<file path="config.mk">
export PLATFORM = sky130hd
export DESIGN_NAME = triangle_primitive_assembler_flat
export DESIGN_NICKNAME = d
export VERILOG_FILES = /design/src/sv/tpa_pkg.sv /design/src/sv/tpa_if.sv /design/src/sv/tpa_step.sv /design/src/sv/triangle_primitive_assembler.sv /design/src/flat_wrapper.sv
export SDC_FILE = /design/constraint.sdc
export NUM_CORES = 1
export LEC_CHECK = 0
export ABC_CLOCK_PERIOD_IN_PS = 6800
export CAP_MARGIN = 10
export CORE_AREA = 2 2 134 136
export DETAILED_ROUTE_END_ITERATION = 8
export DIE_AREA = 0 0 136 138
export DONT_BUFFER_PORTS = 1
export GPL_TIMING_DRIVEN = 0
export PLACE_DENSITY = 0.78
export SETUP_SLACK_MARGIN = 0.4
export SLEW_MARGIN = 15
export SYNTH_ARGS = -nofsm -noshare
export SYNTH_HDL_FRONTEND = slang
export SYNTH_SLANG_ARGS = --single-unit
</file>
<file path="constraint.sdc">
create_clock -name clk -period 6.8 [get_ports clk]
set_input_delay 1.02 -clock clk [delete_from_list [all_inputs] [get_ports clk]]
set_output_delay 1.02 -clock clk [all_outputs]
set_load 0.02 [all_outputs]
</file>
<file path="src/sv/tpa_pkg.sv">
// ----------------------------------------------------------------------------
// tpa_pkg - triangle primitive assembler shared definitions
// Index width, primitive mode codes, state and item structs, index helpers.
// ----------------------------------------------------------------------------
package tpa_pkg;

  // Number of low vertex_index bits that take part in assembly (8..32)
  localparam int INDEX_BITS = 16;
  localparam int VIN_BITS   = 16;
  localparam int WORD_BITS  = 32;

  typedef logic [INDEX_BITS-1:0] index_t;
  typedef logic [WORD_BITS-1:0]  word_t;

  typedef enum logic [1:0] {
    MODE_LIST  = 2'd0,
    MODE_FAN   = 2'd1,
    MODE_STRIP = 2'd2,
    MODE_NONE  = 2'd3
  } mode_t;

  localparam logic [1:0] SEEN_NONE = 2'd0;
  localparam logic [1:0] SEEN_ONE  = 2'd1;
  localparam logic [1:0] SEEN_TWO  = 2'd2;
  localparam logic [1:0] SEEN_BAD  = 2'd3;

  typedef struct packed {
    index_t     fan_anchor;
    index_t     older_index;
    index_t     newer_index;
    logic [1:0] seen_count;
    logic       strip_parity;
  } asm_state_t;

  typedef struct packed {
    logic [1:0]          mode;
    logic                start_req;
    logic [VIN_BITS-1:0] vertex_index;
    word_t               vertex_offset;
  } vtx_item_t;

  typedef struct packed {
    word_t corner_a;
    word_t corner_b;
    word_t corner_c;
  } tri_t;

  // Keep the low INDEX_BITS bits of an incoming index (zero-extended if wider)
  function automatic index_t take_index(logic [VIN_BITS-1:0] v);
    logic [WORD_BITS-1:0] w;
    w = WORD_BITS'(v);
    return w[INDEX_BITS-1:0];
  endfunction

  // Corner = index + offset, 32-bit wrap
  function automatic word_t add_offset(index_t idx, word_t off);
    return WORD_BITS'(idx) + off;
  endfunction

endpackage

</file>
<file path="src/sv/tpa_if.sv">
// ----------------------------------------------------------------------------
// tpa_if - valid/ready channels of the triangle primitive assembler
// Vertex input channel and triangle result channel.
// ----------------------------------------------------------------------------
interface tpa_in_if;
  logic                          valid;
  logic                          ready;
  logic [1:0]                    mode;
  logic                          start_req;
  logic [tpa_pkg::VIN_BITS-1:0]  vertex_index;
  logic [tpa_pkg::WORD_BITS-1:0] vertex_offset;

  modport source (output valid, mode, start_req, vertex_index, vertex_offset, input ready);
  modport sink   (input valid, mode, start_req, vertex_index, vertex_offset, output ready);
endinterface

interface tpa_out_if;
  logic                          valid;
  logic                          ready;
  logic [tpa_pkg::WORD_BITS-1:0] corner_a;
  logic [tpa_pkg::WORD_BITS-1:0] corner_b;
  logic [tpa_pkg::WORD_BITS-1:0] corner_c;

  modport source (output valid, corner_a, corner_b, corner_c, input ready);
  modport sink   (input valid, corner_a, corner_b, corner_c, output ready);
endinterface

</file>
<file path="src/sv/tpa_step.sv">
// ----------------------------------------------------------------------------
// tpa_step - one assembly step
// Next assembler state and the optional triangle for one vertex item.
// ----------------------------------------------------------------------------
module tpa_step (
  input  tpa_pkg::asm_state_t cur,
  input  tpa_pkg::vtx_item_t  item,
  output tpa_pkg::asm_state_t nxt,
  output logic                emit,
  output tpa_pkg::tri_t       tri_out
);

  tpa_pkg::asm_state_t base;
  tpa_pkg::index_t     idx;
  tpa_pkg::index_t     ca, cb, cc;

  always_comb begin
    idx  = tpa_pkg::take_index(item.vertex_index);
    base = cur;
    if (item.start_req) begin
      base.seen_count   = tpa_pkg::SEEN_NONE;
      base.strip_parity = 1'b0;
    end
    nxt  = base;
    emit = 1'b0;
    ca   = base.older_index;
    cb   = base.newer_index;
    cc   = idx;

    case (item.mode)
      tpa_pkg::MODE_LIST: begin
        case (base.seen_count)
          tpa_pkg::SEEN_NONE: begin
            nxt.older_index = idx;
            nxt.seen_count  = tpa_pkg::SEEN_ONE;
          end
          tpa_pkg::SEEN_ONE: begin
            nxt.newer_index = idx;
            nxt.seen_count  = tpa_pkg::SEEN_TWO;
          end
          default: begin
            emit           = 1'b1;
            nxt.seen_count = tpa_pkg::SEEN_NONE;
          end
        endcase
      end
      tpa_pkg::MODE_FAN: begin
        ca = base.fan_anchor;
        case (base.seen_count)
          tpa_pkg::SEEN_NONE: begin
            nxt.fan_anchor = idx;
            nxt.seen_count = tpa_pkg::SEEN_ONE;
          end
          tpa_pkg::SEEN_ONE: begin
            nxt.newer_index = idx;
            nxt.seen_count  = tpa_pkg::SEEN_TWO;
          end
          default: begin
            emit            = 1'b1;
            nxt.newer_index = idx;
            nxt.seen_count  = tpa_pkg::SEEN_TWO;
          end
        endcase
      end
      tpa_pkg::MODE_STRIP: begin
        case (base.seen_count)
          tpa_pkg::SEEN_NONE: begin
            nxt.older_index = idx;
            nxt.seen_count  = tpa_pkg::SEEN_ONE;
          end
          tpa_pkg::SEEN_ONE: begin
            nxt.newer_index = idx;
            nxt.seen_count  = tpa_pkg::SEEN_TWO;
          end
          default: begin
            emit = 1'b1;
            // odd strip triangles swap the last two corners
            if (base.strip_parity) begin
              cb = idx;
              cc = base.newer_index;
            end
            nxt.older_index  = base.newer_index;
            nxt.newer_index  = idx;
            nxt.strip_parity = ~base.strip_parity;
            nxt.seen_count   = tpa_pkg::SEEN_TWO;
          end
        endcase
      end
      default: begin
        // undefined mode: item dropped, state untouched even on start
        nxt = cur;
      end
    endcase

    tri_out.corner_a = tpa_pkg::add_offset(ca, item.vertex_offset);
    tri_out.corner_b = tpa_pkg::add_offset(cb, item.vertex_offset);
    tri_out.corner_c = tpa_pkg::add_offset(cc, item.vertex_offset);
  end

endmodule

</file>
<file path="src/sv/triangle_primitive_assembler.sv">
// ----------------------------------------------------------------------------
// triangle_primitive_assembler - list / fan / strip to triangle list
// Turns a stream of vertex indices into triangles of offset corner indices.
// ----------------------------------------------------------------------------
// Path: a triangle passes the input register, then the result register, before
//   it is valid on out_ch and can transfer there.
// Throughput: 1 vertex item per cycle; only a stalled result register holding a
//   triangle while the next item also completes one stops the input.
// Reset: synchronous, active-low rst_n clears both stage valids and the
//   assembler state (counts, parity, stored indices) to zero.
// ----------------------------------------------------------------------------
module triangle_primitive_assembler (
  input  logic      clk,
  input  logic      rst_n,
  tpa_in_if.sink    in_ch,
  tpa_out_if.source out_ch
);

  // Input register: one vertex item
  logic                s1_valid_r;
  tpa_pkg::vtx_item_t  s1_item_r;

  // Assembler state, advanced when the item in s1 retires
  tpa_pkg::asm_state_t state_r;
  tpa_pkg::asm_state_t state_nxt;

  // Result register
  logic                out_valid_r;
  tpa_pkg::tri_t       out_tri_r;

  logic                step_emit;
  tpa_pkg::tri_t       step_tri;
  logic                out_free;
  logic                s1_adv;
  logic                in_xfer;

  tpa_step u_step (
    .cur     (state_r),
    .item    (s1_item_r),
    .nxt     (state_nxt),
    .emit    (step_emit),
    .tri_out (step_tri)
  );

  // The result register frees up this cycle if empty or its transfer completes.
  assign out_free = !out_valid_r || out_ch.ready;
  // Items that build no triangle retire regardless of the output side.
  assign s1_adv   = s1_valid_r && (out_free || !step_emit);
  assign in_xfer  = in_ch.valid && in_ch.ready;

  assign in_ch.ready = !s1_valid_r || s1_adv;

  always_ff @(posedge clk) begin
    if (!rst_n) begin
      s1_valid_r <= 1'b0;
    end else if (in_ch.ready) begin
      s1_valid_r <= in_ch.valid;
    end
  end

  always_ff @(posedge clk) begin
    if (in_xfer) begin
      s1_item_r.mode          <= in_ch.mode;
      s1_item_r.start_req     <= in_ch.start_req;
      s1_item_r.vertex_index  <= in_ch.vertex_index;
      s1_item_r.vertex_offset <= in_ch.vertex_offset;
    end
  end

  always_ff @(posedge clk) begin
    if (!rst_n) begin
      state_r <= '0;
    end else if (s1_adv) begin
      state_r <= state_nxt;
    end
  end

  always_ff @(posedge clk) begin
    if (!rst_n) begin
      out_valid_r <= 1'b0;
    end else if (out_free) begin
      out_valid_r <= s1_adv && step_emit;
    end
  end

  always_ff @(posedge clk) begin
    if (out_free && s1_adv && step_emit) begin
      out_tri_r <= step_tri;
    end
  end

  assign out_ch.valid    = out_valid_r;
  assign out_ch.corner_a = out_tri_r.corner_a;
  assign out_ch.corner_b = out_tri_r.corner_b;
  assign out_ch.corner_c = out_tri_r.corner_c;

  // --------------------------------------------------------------------------
  // Assertions
  // --------------------------------------------------------------------------

  // The window count never reaches the unused code
  a_seen_range: assert property (@(posedge clk) disable iff (!rst_n)
    state_r.seen_count != tpa_pkg::SEEN_BAD)
    else $error("seen_count reached unused code");

  // An empty input register always takes a new item
  a_ready_when_empty: assert property (@(posedge clk) disable iff (!rst_n)
    !s1_valid_r |-> in_ch.ready)
    else $error("input stalled with empty stage");

  // A blocked triangle keeps its item and the state in place
  a_hold_blocked: assert property (@(posedge clk) disable iff (!rst_n)
    (s1_valid_r && !s1_adv) |=> (s1_valid_r && $stable(state_r)))
    else $error("blocked item lost or state moved");

  // No result is presented right after reset
  a_reset_empty: assert property (@(posedge clk)
    !rst_n |=> !out_valid_r)
    else $error("result valid after reset");

endmodule
</file>
<file path="src/flat_wrapper.sv">
// flat-port wrapper written by rule: the top's interface ports become plain ports
module triangle_primitive_assembler_flat 
  (clk, rst_n, in_ch_valid, in_ch_mode, in_ch_start_req, in_ch_vertex_index, in_ch_vertex_offset, in_ch_ready, out_ch_valid, out_ch_corner_a, out_ch_corner_b, out_ch_corner_c, out_ch_ready);
  tpa_in_if in_ch_i ();
  tpa_out_if out_ch_i ();
  input  logic clk;
  input  logic rst_n;
  input wire logic [$bits(in_ch_i.valid)-1:0] in_ch_valid;
  input wire logic [$bits(in_ch_i.mode)-1:0] in_ch_mode;
  input wire logic [$bits(in_ch_i.start_req)-1:0] in_ch_start_req;
  input wire logic [$bits(in_ch_i.vertex_index)-1:0] in_ch_vertex_index;
  input wire logic [$bits(in_ch_i.vertex_offset)-1:0] in_ch_vertex_offset;
  output wire logic [$bits(in_ch_i.ready)-1:0] in_ch_ready;
  output wire logic [$bits(out_ch_i.valid)-1:0] out_ch_valid;
  output wire logic [$bits(out_ch_i.corner_a)-1:0] out_ch_corner_a;
  output wire logic [$bits(out_ch_i.corner_b)-1:0] out_ch_corner_b;
  output wire logic [$bits(out_ch_i.corner_c)-1:0] out_ch_corner_c;
  input wire logic [$bits(out_ch_i.ready)-1:0] out_ch_ready;
  assign in_ch_i.valid = in_ch_valid;
  assign in_ch_i.mode = in_ch_mode;
  assign in_ch_i.start_req = in_ch_start_req;
  assign in_ch_i.vertex_index = in_ch_vertex_index;
  assign in_ch_i.vertex_offset = in_ch_vertex_offset;
  assign in_ch_ready = in_ch_i.ready;
  assign out_ch_valid = out_ch_i.valid;
  assign out_ch_corner_a = out_ch_i.corner_a;
  assign out_ch_corner_b = out_ch_i.corner_b;
  assign out_ch_corner_c = out_ch_i.corner_c;
  assign out_ch_i.ready = out_ch_ready;
  triangle_primitive_assembler u_core (.clk(clk), .rst_n(rst_n), .in_ch(in_ch_i), .out_ch(out_ch_i));
endmodule
</file>
=== Word-level counts from Yosys, hierarchy flattened ===
Index checks and enable logic that the tools add are counted.

* Bits in registers: 200
* Input bits: 55
* Output and inout port bits: 98
* Word-level logic and storage cells: 70

* $add $sub $neg: 3
* Equal/unequal tests: 7
* Multiplexer cells: 20
* Bitwise gates (word level): 1
* Reduce and logical (&&, ||, !) cells: 25

{| class="wikitable"
|+ Operator list
! operator !! count
|-
| two-way mux 16 bit || 10
|-
| adder 16 x 32 -> 32 bit || 3
|-
| one-hot mux 16 bit (2 select lines) || 2
|-
| one-hot mux 18 bit (2 select lines) || 1
|-
| != test 2 bit, second input constant || 4
|-
| AND reduction 4 bit || 2
|-
| nonzero test 2 bit || 3
|-
| OR reduction 2 bit || 3
|-
| logical AND 1 bit || 5
|-
| equality test 2 x 1 -> 1 bit, second input constant || 2
|-
| zero test 2 bit || 2
|-
| one-hot mux 2 bit (2 select lines) || 1
|-
| AND reduction 2 bit || 2
|-
| zero test 1 bit || 3
|-
| logical OR 1 bit || 3
|-
| two-way mux 1 bit || 3
|-
| two-way mux 3 bit || 1
|-
| AND reduction 3 bit || 1
|-
| OR reduction 3 bit || 1
|-
| equality test 2 bit, second input constant || 1
|-
| two-way mux 2 bit || 1
|-
| one-hot mux 1 bit (2 select lines) || 1
|-
| inverter 1 bit || 1
|}

=== Longest topological paths before layout ===
Gate-level depths: netlist (run 1).

* Depth in word-level cells: 10
* Mapped depth: 16
* Mapped depth without buffers: 14

=== Cells and area by module ===
From an unflattened synthesis (run 1), not the netlist that was laid out.

* Cell total of the unflattened synthesis: 1062
* Area total of the unflattened synthesis: 11487.3 µm²

{| class="wikitable"
|+ Modules (own cells, without submodules)
! module !! instances !! cells an instance !! area an instance (µm²) !! sequential area each (µm²)
|-
| triangle_primitive_assembler || 1 || 380 || 6603.8 || 5475.3
|-
| tpa_step || 1 || 682 || 4883.4 || 0.0
|}

=== Worst setup path before layout (run 1) ===
OpenSTA, ideal clock, no wires.

* Path type: input-to-reg
* Start point: input out_ch_ready
* End point: register u_core.out_tri_r (netlist bit u_core.out_ch.corner_a[0]) (enable)
* Library setup time: 0.551 ns
* Arrival: 5.110 ns
* Required time: 6.249 ns
* Setup slack: 1.138 ns
* Stages on the path: 2
* Path buffers: 0
* Cells stage by stage: nor2b_1 nor2_1

* Longest elaborated chain between the ends: 5

{| class="wikitable"
|+ RTL lines
! what !! line !! text
|-
| start: declaration || flat_wrapper.sv:18 || <nowiki>input wire logic [$bits(out_ch_i.ready)-1:0] out_ch_ready;</nowiki>
|-
| logical OR 1 bit (*) || triangle_primitive_assembler.sv:46 || <nowiki>assign out_free = !out_valid_r || out_ch.ready;</nowiki>
|-
| logical OR 1 bit || triangle_primitive_assembler.sv:48 || <nowiki>assign s1_adv = s1_valid_r && (out_free || !step_emit);</nowiki>
|-
| logical AND 1 bit || triangle_primitive_assembler.sv:48 ||
|-
| logical AND 1 bit (*) (2 in a row) || triangle_primitive_assembler.sv:87 || <nowiki>if (out_free && s1_adv && step_emit) begin</nowiki>
|-
| end signal: assignment || triangle_primitive_assembler.sv:88 || <nowiki>out_tri_r <= step_tri;</nowiki>
|-
| end: declaration || triangle_primitive_assembler.sv:29 || <nowiki>tpa_pkg::tri_t out_tri_r;</nowiki>
|}

Every way passes the cells marked *; elsewhere a longest branch is shown, timed or not.
A chain may end at the register's enable or synchronous reset.

==> results.txt, run 1 <==
The minimum clock period is roughly 4.7 ns. For this configuration, the core starts out at a cell density of between 50 and 60%. The y dimension of the die is about 140 µm.

The switching part of the total power came out at ~28%. The worst setup timing slack at the placement stage is 2.09 ns. The longest individual stage delay on the worst path is between 0.6 and 0.7 ns.

The worst flop-to-flop path startpoint is u_core.s1_item_r[49]. During synthesis, Yosys emitted a total of 0 warnings. After detailed routing, the average wire length per cell comes to 19.6 µm.

The via count of the first global-routing pass came to 6399. The worst-case IR drop observed on VDD is about 0.19 mV. The final net count is between 900 and 1000. The number of H-tree branching levels came out at 4. The detailed-router iteration count before antenna repair is 5. The number of storage elements in the synthesis netlist came out at 200.

The clock sink count came out at 200. The number of endpoints with negative hold slack in the final report came out at 0. The number of nets handed over by synthesis was between 900 and 1000. Setup repair after global routing left no endpoint under its margin. The violation count after the first detailed-routing iteration came out at 322. Buffers inserted to repair hold after CTS numbered 0. Traced cell by cell, the critical path runs through inv_1 -> ha_1 -> nand4b_1 -> clkbuf_1 -> mux2_2 -> fa_1 -> a211oi_1 -> o21ai_0 -> a31oi_1 -> o21ai_0 -> a31oi_2 -> nor2_1 -> xor2_1. The share of layout cells above drive strength 1 is between 10 and 15%.

Of all nets on the critical path, the largest fanout is 10. The internal portion of the total power is ~2000 µW. The number of enable-type register cells in the synthesized netlist is 147.

The number of nets with antenna violations after routing is 0. Across all layers, the routed design uses roughly 6600 vias. In this run the power spent charging and discharging nets is between 700 and 800 µW. The final critical-path share of the clock period came out at 69.3%.

Across the run, the number of max-cap violations was 0. The number of ports placed on the die boundary is between 150 and 200. For the worst-skew pair, the clock arrives at the later sink with an insertion delay of 0.45 ns. The maximum clock path buffer count came out at 2. Among the stages of the critical path, the cell type that occurs most often is sky130_fd_sc_hd__o21ai_0. The overall die area is approximately 0.019 mm².

The startpoint of the worst hold path is u_core.state_r[45]. In this run the power density over the cells is ~250 mW/mm². The worst endpoint required time is around 7.0 ns.

The number of max-slew violations in the final report is 0. The post-cts resize count is 0. The run finished with clean final reports. In this run the horizontal extent of the chip is roughly 140 µm. The DRC violations left came out at 0. The mean number of vias per cell is between 5 and 6. STA puts the critical path data arrival time at 4.90 ns. The combinational power share is between 10% and 20%. 0 antenna diodes ended up in the layout. The initial antenna violation count is 0. The placer congestion estimate is slightly below 0.9. The clock network fraction of design power came out at 36.2%.

The slack of the worst reg-to-reg path came out at 2.09 ns. The remaining global-route overflow came out at 0. The setup violation total in the final timing report is 0. The distinct cell type count of the synthesized netlist is 63. The worst setup path is launched from a flip-flop.

The placement row count came out at 49. The static leakage is 0.00459 µW. The mapped cell area is 0.0103 mm². The summed negative setup slack over all endpoints came out at 0 ns. The pin count of the biggest net entering global routing came out at 35. The actual transition at the worst max-transition pin is about 0.8 ns. The worst hold slack after final layout came out at around 0.47 ns. The worst hold path belongs to the class flip-flop to flip-flop. The endpoint class of the critical path is a flip-flop.

Tracing the worst setup path back leads to its startpoint at u_core.s1_item_r[49]. The sequential cell fraction of total power came out at between 50 and 60%. Wires add up to 22100 µm. The number of clock buffers inserted by TritonCTS came out at 17. For this design, the slowest cell found on the critical path is sky130_fd_sc_hd__a31oi_2.

The worst relative slew slack came out at ~47%. The total global-route track usage came out at a little under a quarter. The core footprint came out at roughly 0.018 mm². The final-layout fill cell count came out at approximately 1300.

The wire-length estimate of the detail-placed layout is roughly 17000 µm. The gate count of the mapped netlist is approximately 860. The area added between synthesis and finish came out at 10.1%.

The post-place instance area came out at approximately 0.011 mm². The total non-filler cell area in the finished layout is 0.0113 mm². CTS placed an instance of sky130_fd_sc_hd__clkbuf_16 at the clock tree root. The average cell area after synthesis came out at 12.0 µm². For this run, asynchronously set or reset flops after synthesis account for 0%. The post-synthesis sequential area ratio came out at between 50% and 60%. The number of setup buffers added after CTS is 0. In the synthesized netlist the dominant register cell turns out to be sky130_fd_sc_hd__edfxtp_1. The first-pass GRT wire length came out at between 30000 and 40000 µm. The quantity of I/O buffers inserted on ports came out at 0. The critical path is of the flip-flop to flip-flop type. The clock-pin slew on the worst setup and hold paths came out at 0.08 ns.

The worst clock skew on the final layout is 0.0127 ns. The top achievable clock speed is roughly 210 MHz. The final worst-path setup slack came out at 2.09 ns. TritonCTS built the clock tree.
path summary, 6_finish.rpt:
check / endpoint / depth (start not counted)
max: u_core.out_ch.corner_b[20] / 13
min: u_core.state_r[45] / 2
max reg2reg: u_core.out_ch.corner_b[20] / 13
min reg2reg: u_core.state_r[45] / 2
power groups by stage:
stage	clock, µW	combinational [µW]	sequential [µW]
floorplan	0	296	1420
global placement	0	364	1440
detailed placement	0	378	1440
CTS	1040	382	1410
global route	1090	423	1420
finish	1020	384	1410
layout make-up:
class	instances	area, µm²	share of cell area (%)
plain buffers	36	165	1.46
multi-input cells	608	4610	40.7
inverters	17	63.8	0.563
flip-flops and latches	200	5480	48.3
clock buffers	17	425	3.75
repair buffers	5	115	1.02
clock inverters	15	189	1.67
well taps	229	287	2.53
sequential cells by signal (all words and copies together) (netlist names):
signal and cells:
u_core.out_ch.corner_a 32, u_core.state_r 51, u_core.out_ch.corner_c 32, u_core.s1_valid_r 1
u_core.out_ch.corner_b 32, u_core.out_ch.valid 1, u_core.s1_item_r 51
critical path, delay by kind of cell (launching register included):
kind            cells  cell delay [ns]
fa+ha+maj           2             0.73
compound gates      5             1.69
mux                 1             0.44
flops               1             0.39
buf+inv             2             0.61
xor+xnor            1             0.17
simple gates        2             0.42
placed cells by master (no fill, tap or decap), types with 28 or more instances in the layout:
cell type                  instances
sky130_fd_sc_hd__a21oi_1          41
sky130_fd_sc_hd__dfxtp_1          53
sky130_fd_sc_hd__edfxtp_1        147
sky130_fd_sc_hd__ha_1             52
sky130_fd_sc_hd__mux2_2           48
sky130_fd_sc_hd__mux2i_1          33
sky130_fd_sc_hd__nand2_1          80
sky130_fd_sc_hd__nor2_1           45
sky130_fd_sc_hd__o21ai_0          28
sky130_fd_sc_hd__xnor2_1          48
sky130_fd_sc_hd__xor2_1           38
logic make-up (layout without fill, tap and decap cells):
family,Yosys count,count (layout),synth area share (%)
flops,200,200,53.2
mux,81,81,8.46
simple gates,214,214,10.1
fa+ha+maj,55,55,6.91
xor+xnor,86,86,7.32
compound gates,172,172,11.8
buf+inv,53,90,2.22
cells in the mapped netlist, drive strengths merged, types with 22 or more instances:
master | count | share of area (%)
xnor2 | 48 | 4.1
dfxtp | 53 | 10
a21oi | 41 | 2.0
xor2 | 38 | 3.2
mux2i | 33 | 3.2
nor2 | 46 | 1.7
nor2b | 24 | 1.5
edfxtp | 147 | 43
ha | 52 | 6.3
clkbuf | 25 | 0.92
a21boi | 22 | 1.6
nand2 | 80 | 2.9
o21ai | 28 | 1.4
mux2 | 48 | 5.3
per-stage QoR:
| step | util [%] | total power, µW | cells |
|---|---|---|---|
| 6_report | 64.6 | 2820 | 1127 |
| 5_1_grt | 64.6 | 2930 | 1127 |
| 4_1_cts | 64.6 | 2830 | 1127 |
| 3_5_place_dp | 61.1 | 1820 | 1095 |
| 3_3_place_gp | 60.3 | 1800 | 1090 |
| 2_1_floorplan | - | 1720 | 861 |
layer usage:
| layer | vias up | share of wire, % | GRT usage [%] | wire [µm] |
|---|---|---|---|---|
| met2 | 218 | 49 | 40.0 | 10900 |
| met1 | 3120 | 43 | 31.6 | 9540 |
| met3 | 29 | 5.7 | 4.69 | 1250 |
| met4 | 0 | 1.9 | 7.68 | 408 |
| li1 | 3197 | - | - | - |
| met5 | - | 0 | 0 | 0 |
Power figures use the tool's default switching activity.
==> inputs of run 2 (changes only) <==
Settings changed: ABC_CLOCK_PERIOD_IN_PS 6800 to 4800.
Clock period 6.8 ns to 4.8 ns, I/O delays scaled along.
==> results.txt, run 2 (synthesis results as in run 1) <==
The most common cell after layout, fill and taps aside is sky130_fd_sc_hd__edfxtp_1. The violation count after the first detailed-routing iteration came out at 390. The worst hold path belongs to the class input port to flip-flop. The clock insertion delay at the later pin of the skew report is around 0.45 ns.

The summed negative setup slack over all endpoints is 0 ns. After detailed routing, the number of remaining DRC violations is 0. The worst register-to-register path begins at u_core.s1_item_r[49].

The wire length per cell is just under 20 µm. Setup violations remaining at the end of the flow were counted as 0. The number of buffers and inverters on the critical path came out at 4. The overall die area is 0.0188 mm². The number of instances on the worst hold path came out at 0. The startpoint identified for the worst hold timing path is in_ch_vertex_offset[22]. Static timing analysis puts the maximum clock frequency at between 200 and 250 MHz. Walking the worst path, the cells encountered are inv_1 -> ha_1 -> nand4b_1 -> buf_2 -> mux2_2 -> ha_1 -> inv_1 -> fa_1 -> nor2b_1 -> o31a_1 -> a2bb2oi_1 -> a22oi_1 -> a211o_1 -> buf_2 -> nor2_1 -> xor2_1. Data arrives at the worst endpoint at 4.53 ns. The wire-length estimate of the detail-placed layout is ~17000 µm. The launching element type of the critical path is a flip-flop. The starting density of the core came out at 58.7%. Setup repair after global routing could not meet its margin everywhere. Global routing used a little under a quarter of the available tracks.

The worst clock skew on the final layout is 0.0108 ns. Headroom to the max-slew limit came out at approximately 50%. The count of antenna diodes in the layout is 0. The number of nets with antenna violations after routing is 0. Measured along the x axis, the die boundary spans 136 µm.

The number of H-tree branching levels came out at 4. The initialized floorplan defines between 40 and 50 standard-cell rows. The path depth of the worst reg2reg path is 16. In this design, the stage delay of the slowest critical-path cell is 0.42 ns.

The via count of the first global-routing pass is between 6000 and 7000. Clock tree synthesis selected as its root buffer the cell sky130_fd_sc_hd__clkbuf_16. TritonCTS built the clock tree.

The number of vias in the routed layout is roughly 6700. The pin count of the biggest net entering global routing is 36. The initial antenna violation count came to 0. The total power came out at around 4000 µW. On the critical path, the stage with the largest delay is an instance of sky130_fd_sc_hd__edfxtp_1. The mean number of vias per cell is 5.92. The worst hold slack after final layout came out at ~0.36 ns. IR analysis of the VDD net gives a maximum drop of about 0.26 mV. The largest registers in the layout are u_core.s1_item_r: 51 flops, u_core.state_r: 51 flops. The detailed-router iteration count before antenna repair came out at 4. The number of ports placed on the die boundary is about 150. In this run, CTS created clock tree buffers numbering 17.

STA classifies the critical path endpoint as a flip-flop. The maximum clock path buffer count is 2. The end point of the worst hold path is u_core.s1_item_r[22]. In this run the register-to-register setup slack is between 0.5 and 0.6 ns. From synthesis to final layout, the design area changed by 10.7%. The finished layout holds about 1100 standard cells, fillers aside.

The number of maximum-capacitance violations came out at 0. The power density normalized to cell area came out at 352 mW/mm². The clock drives 200 sinks.

The kind of cell with the highest combined delay along the critical path is compound AO/OA/AOI/OAI gates. The analysis attributes to cell leakage a power of between 0.004 and 0.005 µW. The reg-to-reg endpoint is u_core.out_ch.corner_c[22]. In this run the tool buffered the top-level ports with 0 buffer cells. The final critical-path share of the clock period is around 90%. After layout, the minimum clock period comes to approximately 4.2 ns. The share of layout cells above drive strength 1 is between 10% and 20%.

The critical path class is flip-flop to flip-flop. The run finished with clean final reports. The worst endpoint required time came out at between 5 and 6 ns. The clock-pin slew on the worst setup and hold paths is about 0.08 ns. The final wirelength came out at approximately 22000 µm. The number of placed instances with taps included is approximately 1100.

The die is roughly 140 µm tall. The final-layout fill cell count came out at between 1000 and 1500. Of all nets on the critical path, the largest fanout is 10. The actual transition at the worst max-transition pin is 0.747 ns. Routability-driven placement finished with a final weighted congestion of 0.892. The core footprint is about 0.018 mm². The net count of the finished layout is roughly 1000. The number of endpoints with negative hold slack in the final report came out at 0. In the layout the commonest cells are sky130_fd_sc_hd__edfxtp_1, sky130_fd_sc_hd__nand2_1, sky130_fd_sc_hd__dfxtp_1. The remaining global-route overflow is 0.

The first-pass GRT wire length came out at about 34000 µm. The number of max-slew violations in the final report is 0.
-- run 2: changes by cell type in the layout (fill, tap and decap cells not counted), moves of 2 or more --
cell and delta:
sky130_fd_sc_hd__clkbuf_2 +2, sky130_fd_sc_hd__inv_8 +3, sky130_fd_sc_hd__buf_4 +2, sky130_fd_sc_hd__clkbuf_1 -3, sky130_fd_sc_hd__inv_6 -2
-- run 2: final cells by class --
class	count	area, µm²	area share [%]
Buffer	36	169	1.48
Clock buffer	17	425	3.73
Timing Repair Buffer	8	150	1.32
Inverter	17	63.8	0.560
Multi-Input combinational cell	608	4630	40.7
Clock inverter	15	189	1.66
Sequential cell	200	5480	48.1
Tap cell	229	287	2.51
-- run 2: stage by stage --
stage / setup WS, ns / area, µm² / utilization (%)
2_1_floorplan: 0.683 / 10300 / -
3_3_place_gp: -0.897 / 10600 / 60.3
3_5_place_dp: 0.0812 / 10700 / 61.1
4_1_cts: 0.415 / 11300 / 64.7
5_1_grt: 0.353 / 11400 / 65.0
6_report: 0.558 / 11400 / 65.0
-- run 2: routing by layer --
| metal | wire (µm) | track usage (%) |
|---|---|---|
| met1 | 9710 | 30.9 |
| met2 | 10700 | 39.7 |
| met3 | 1220 | 4.33 |
| met4 | 514 | 8.83 |
| met5 | 0 | 0 |
-- run 2: worst max path at each step --
stage                     cells past startpoint                    endpoint                  from
after floorplan                               2         u_core.s1_item_r[0]          out_ch_ready
after global placement                        2        u_core.s1_item_r[29]          out_ch_ready
after detailed placement                     13  u_core.out_ch.corner_b[28]  u_core.s1_item_r[49]
after CTS                                    13  u_core.out_ch.corner_a[29]  u_core.s1_item_r[50]
after global routing                         16  u_core.out_ch.corner_c[22]  u_core.s1_item_r[49]
final                                        16  u_core.out_ch.corner_c[22]  u_core.s1_item_r[49]
-- run 2: repair_timing --
action / 4_1_cts / 5_1_grt
pin swaps: 0 / 1
endpoints found under the setup margin: 9 / 39
buffers inserted: 0 / 3
hold buffers: 0 / 0
gates resized for setup: 2 / 8
-- run 2: power by group --
part           internal, µW  switching (µW)  total [µW]
Clock                   716             741        1460
Sequential             1940            61.3        2000
Combinational           239             311         550
Total                  2890            1110        4010
==> inputs of run 3 (changes only) <==
Settings changed: ABC_CLOCK_PERIOD_IN_PS 4800 to 4300, CORE_AREA 2 2 134 136 to 3 3 135 137, DIE_AREA 0 0 136 138 to 0 0 138 140.
Clock period 4.8 ns to 4.3 ns, I/O delays scaled along.
==> results.txt, run 3 (synthesis results as in run 1) <==
The critical path is of the flip-flop to flip-flop type. The largest registers in the layout are u_core.s1_item_r: 51 flops, u_core.state_r: 51 flops. The final critical-path share of the clock period is between 80% and 90%.

Compared with the post-synthesis result, the final layout area differs by 12.6%. The post-cts hold buffer count is 0. The summed negative setup slack over all endpoints came out at 0 ns.

The run finished with clean final reports. The initial antenna violation count is 0. The core footprint is ~0.017 mm².

For this block, the via count after detailed routing is between 6000 and 7000. The minimum clock period came out at 3.78 ns. The total power came out at 4480 µW. The DRC violations left came out at 0.

The number of clock buffers inserted by TritonCTS came out at 17. The signal arrival time at the worst endpoint is 3.98 ns. The number of ports placed on the die boundary came out at 153. The final wirelength came out at between 20000 and 25000 µm.

The power density normalized to cell area is slightly below 400 mW/mm². In this run, the combinational gates consume 14.5% of the power. The floorplan has 48 rows. The launching element type of the critical path is a flip-flop. The count of antenna diodes in the layout came out at 0. The number of standard cells in the layout, taps in and fillers out is approximately 1100. The worst setup timing slack at the placement stage came out at -0.266 ns. Data on the critical path is required at its endpoint by approximately 4.5 ns. The switching power of the nets came out at 1240 µW.

The sequential cell fraction of total power came out at 49.8%. In this run the worst path has a maximum fanout of 10. Port buffering added 0 buffers. The tool flagged a number of max-cap violations equal to 0. The clock passes through at most 2 buffers. The number of H-tree branching levels is 4.

The placer congestion estimate came out at about 0.84. The wire length per cell came out at between 20 and 25 µm. The final net count is approximately 1000. The pin count of the biggest net entering global routing came out at 33.

Setup repair after global routing could not meet its margin everywhere. The number of max-slew violations in the final report is 0. The total global-route track usage is a little under a quarter. The number of endpoints with negative hold slack in the final report came out at 0. The worst setup path is captured at a flip-flop. The final worst-path setup slack came out at just over 0.5 ns. The switching part of the total power came out at 27.6%.

The top achievable clock speed is approximately 260 MHz. IR analysis of the VDD net gives a maximum drop of about 0.31 mV. The HPWL after detailed placement is 16800 µm.

The actual transition at the worst max-transition pin is between 0.6 and 0.7 ns. The die boundary width is between 100 and 150 µm. The top cell types in the final layout, fill and taps aside, are sky130_fd_sc_hd__edfxtp_1, sky130_fd_sc_hd__nand2_1, sky130_fd_sc_hd__dfxtp_1.

The share of layout cells above drive strength 1 came out at approximately 16%. The worst clock skew on the final layout came out at about 0.011 ns. The overall die area is ~0.019 mm². The number of nets with antenna violations after routing came out at 0. The initial utilization of the core area, before any placement, comes to between 50% and 60%.

Headroom to the max-slew limit came out at a little under three fifths. The detailed-router iteration count before antenna repair came out at 6. TritonCTS built the clock tree.

The y dimension of the die came out at ~140 µm. Per report_power, the clock group accounts for about 36% of the total. The library cell used most frequently in the layout, excluding fill and tap cells, is sky130_fd_sc_hd__edfxtp_1.

The clock sink count came out at 200. The remaining global-route overflow is 0. The path class of the tightest hold or removal check is input port to flip-flop.

The share of the core filled with cells in the final layout is between 60% and 70%. The static leakage came out at approximately 0.0047 µW. The first-pass GRT wire length is about 36000 µm. The internal portion of the total power is roughly 3200 µW. Clock-pin slew was measured on the worst setup and hold paths at about 0.08 ns. The violation count after the first detailed-routing iteration is 492.

The via count of the first global-routing pass is 6492. In the routed layout, each cell is associated on average with a via count of slightly below 6. Setup violations remaining at the end of the flow were counted as 0. The cell chosen for the clock root is sky130_fd_sc_hd__clkbuf_16. The clock insertion delay at the later pin of the skew report came out at between 0.4 and 0.5 ns.

The number of placed instances with taps included came out at 1091.
[run 3: cell count changes in the layout (fill, tap and decap cells not counted), sizes merged]
cell / before / now
inv: 27 / 24
buf: 20 / 31
clkinv: 5 / 7
clkinvlp: 0 / 1
[run 3: worst paths after layout]
| path | from | end | slack (ns) | cells past startpoint |
|---|---|---|---|---|
| max reg2reg | u_core.s1_item_r[49] | u_core.out_ch.corner_c[26] | 0.52 | 16 |
| max | u_core.s1_item_r[49] | u_core.out_ch.corner_c[26] | 0.52 | 16 |
| min | in_ch_vertex_offset[22] | u_core.s1_item_r[22] | 0.28 | 0 |
| min reg2reg | u_core.state_r[47] | u_core.state_r[47] | 0.47 | 2 |
[run 3: what timing repair did]
action                     4_1_cts  5_1_grt
gates resized for setup         15       19
setup buffers                    5        9
setup endpoints to repair       54       50
cloned                           0        0
pin swaps                        3       11
[run 3: power groups by stage]
stage                     combinational [µW]  sequential (µW)  clock (µW)
after floorplan                          468             2250           0
after global placement                   577             2270           0
after detailed placement                 594             2270           0
after CTS                                615             2230        1620
after global routing                     719             2240        1690
final                                    651             2230        1600
[run 3: cell type report]
cell class	count	area (µm²)
Clock inverter	15	178
Fill cell	1256	5590
Clock buffer	17	425
Sequential cell	200	5480
Tap cell	225	282
Buffer	36	199
Multi-Input combinational cell	608	4700
Timing Repair Buffer	19	265
Inverter	17	63.8
[run 3: per-stage QoR]
stage / area, µm² / hold WS [ns]
2_1_floorplan: 10300 / 0.440
3_3_place_gp: 10600 / 0.449
3_5_place_dp: 10700 / 0.456
4_1_cts: 11400 / 0.270
5_1_grt: 11600 / 0.266
6_report: 11600 / 0.282
[run 3: worst max-delay path: stages (launching register included)]
cell and delay (ns):
sky130_fd_sc_hd__edfxtp_1 0.42, sky130_fd_sc_hd__inv_1 0.10, sky130_fd_sc_hd__ha_2 0.22, sky130_fd_sc_hd__nand4b_1 0.12
sky130_fd_sc_hd__buf_4 0.18, sky130_fd_sc_hd__buf_4 0.13, sky130_fd_sc_hd__clkbuf_2 0.21, sky130_fd_sc_hd__mux2_2 0.32
sky130_fd_sc_hd__ha_1 0.32, sky130_fd_sc_hd__nor2b_2 0.17, sky130_fd_sc_hd__o31a_1 0.33, sky130_fd_sc_hd__a2bb2oi_2 0.17
sky130_fd_sc_hd__a22oi_2 0.21, sky130_fd_sc_hd__a211o_1 0.16, sky130_fd_sc_hd__clkbuf_4 0.23, sky130_fd_sc_hd__nor2_1 0.08
sky130_fd_sc_hd__xor2_1 0.14
[run 3: layer usage]
metal  global-route usage [%]  wire [µm]
met3                     4.34       1180
met5                        0          0
met4                     9.10        580
met1                     31.1      10100
met2                     39.3      11000
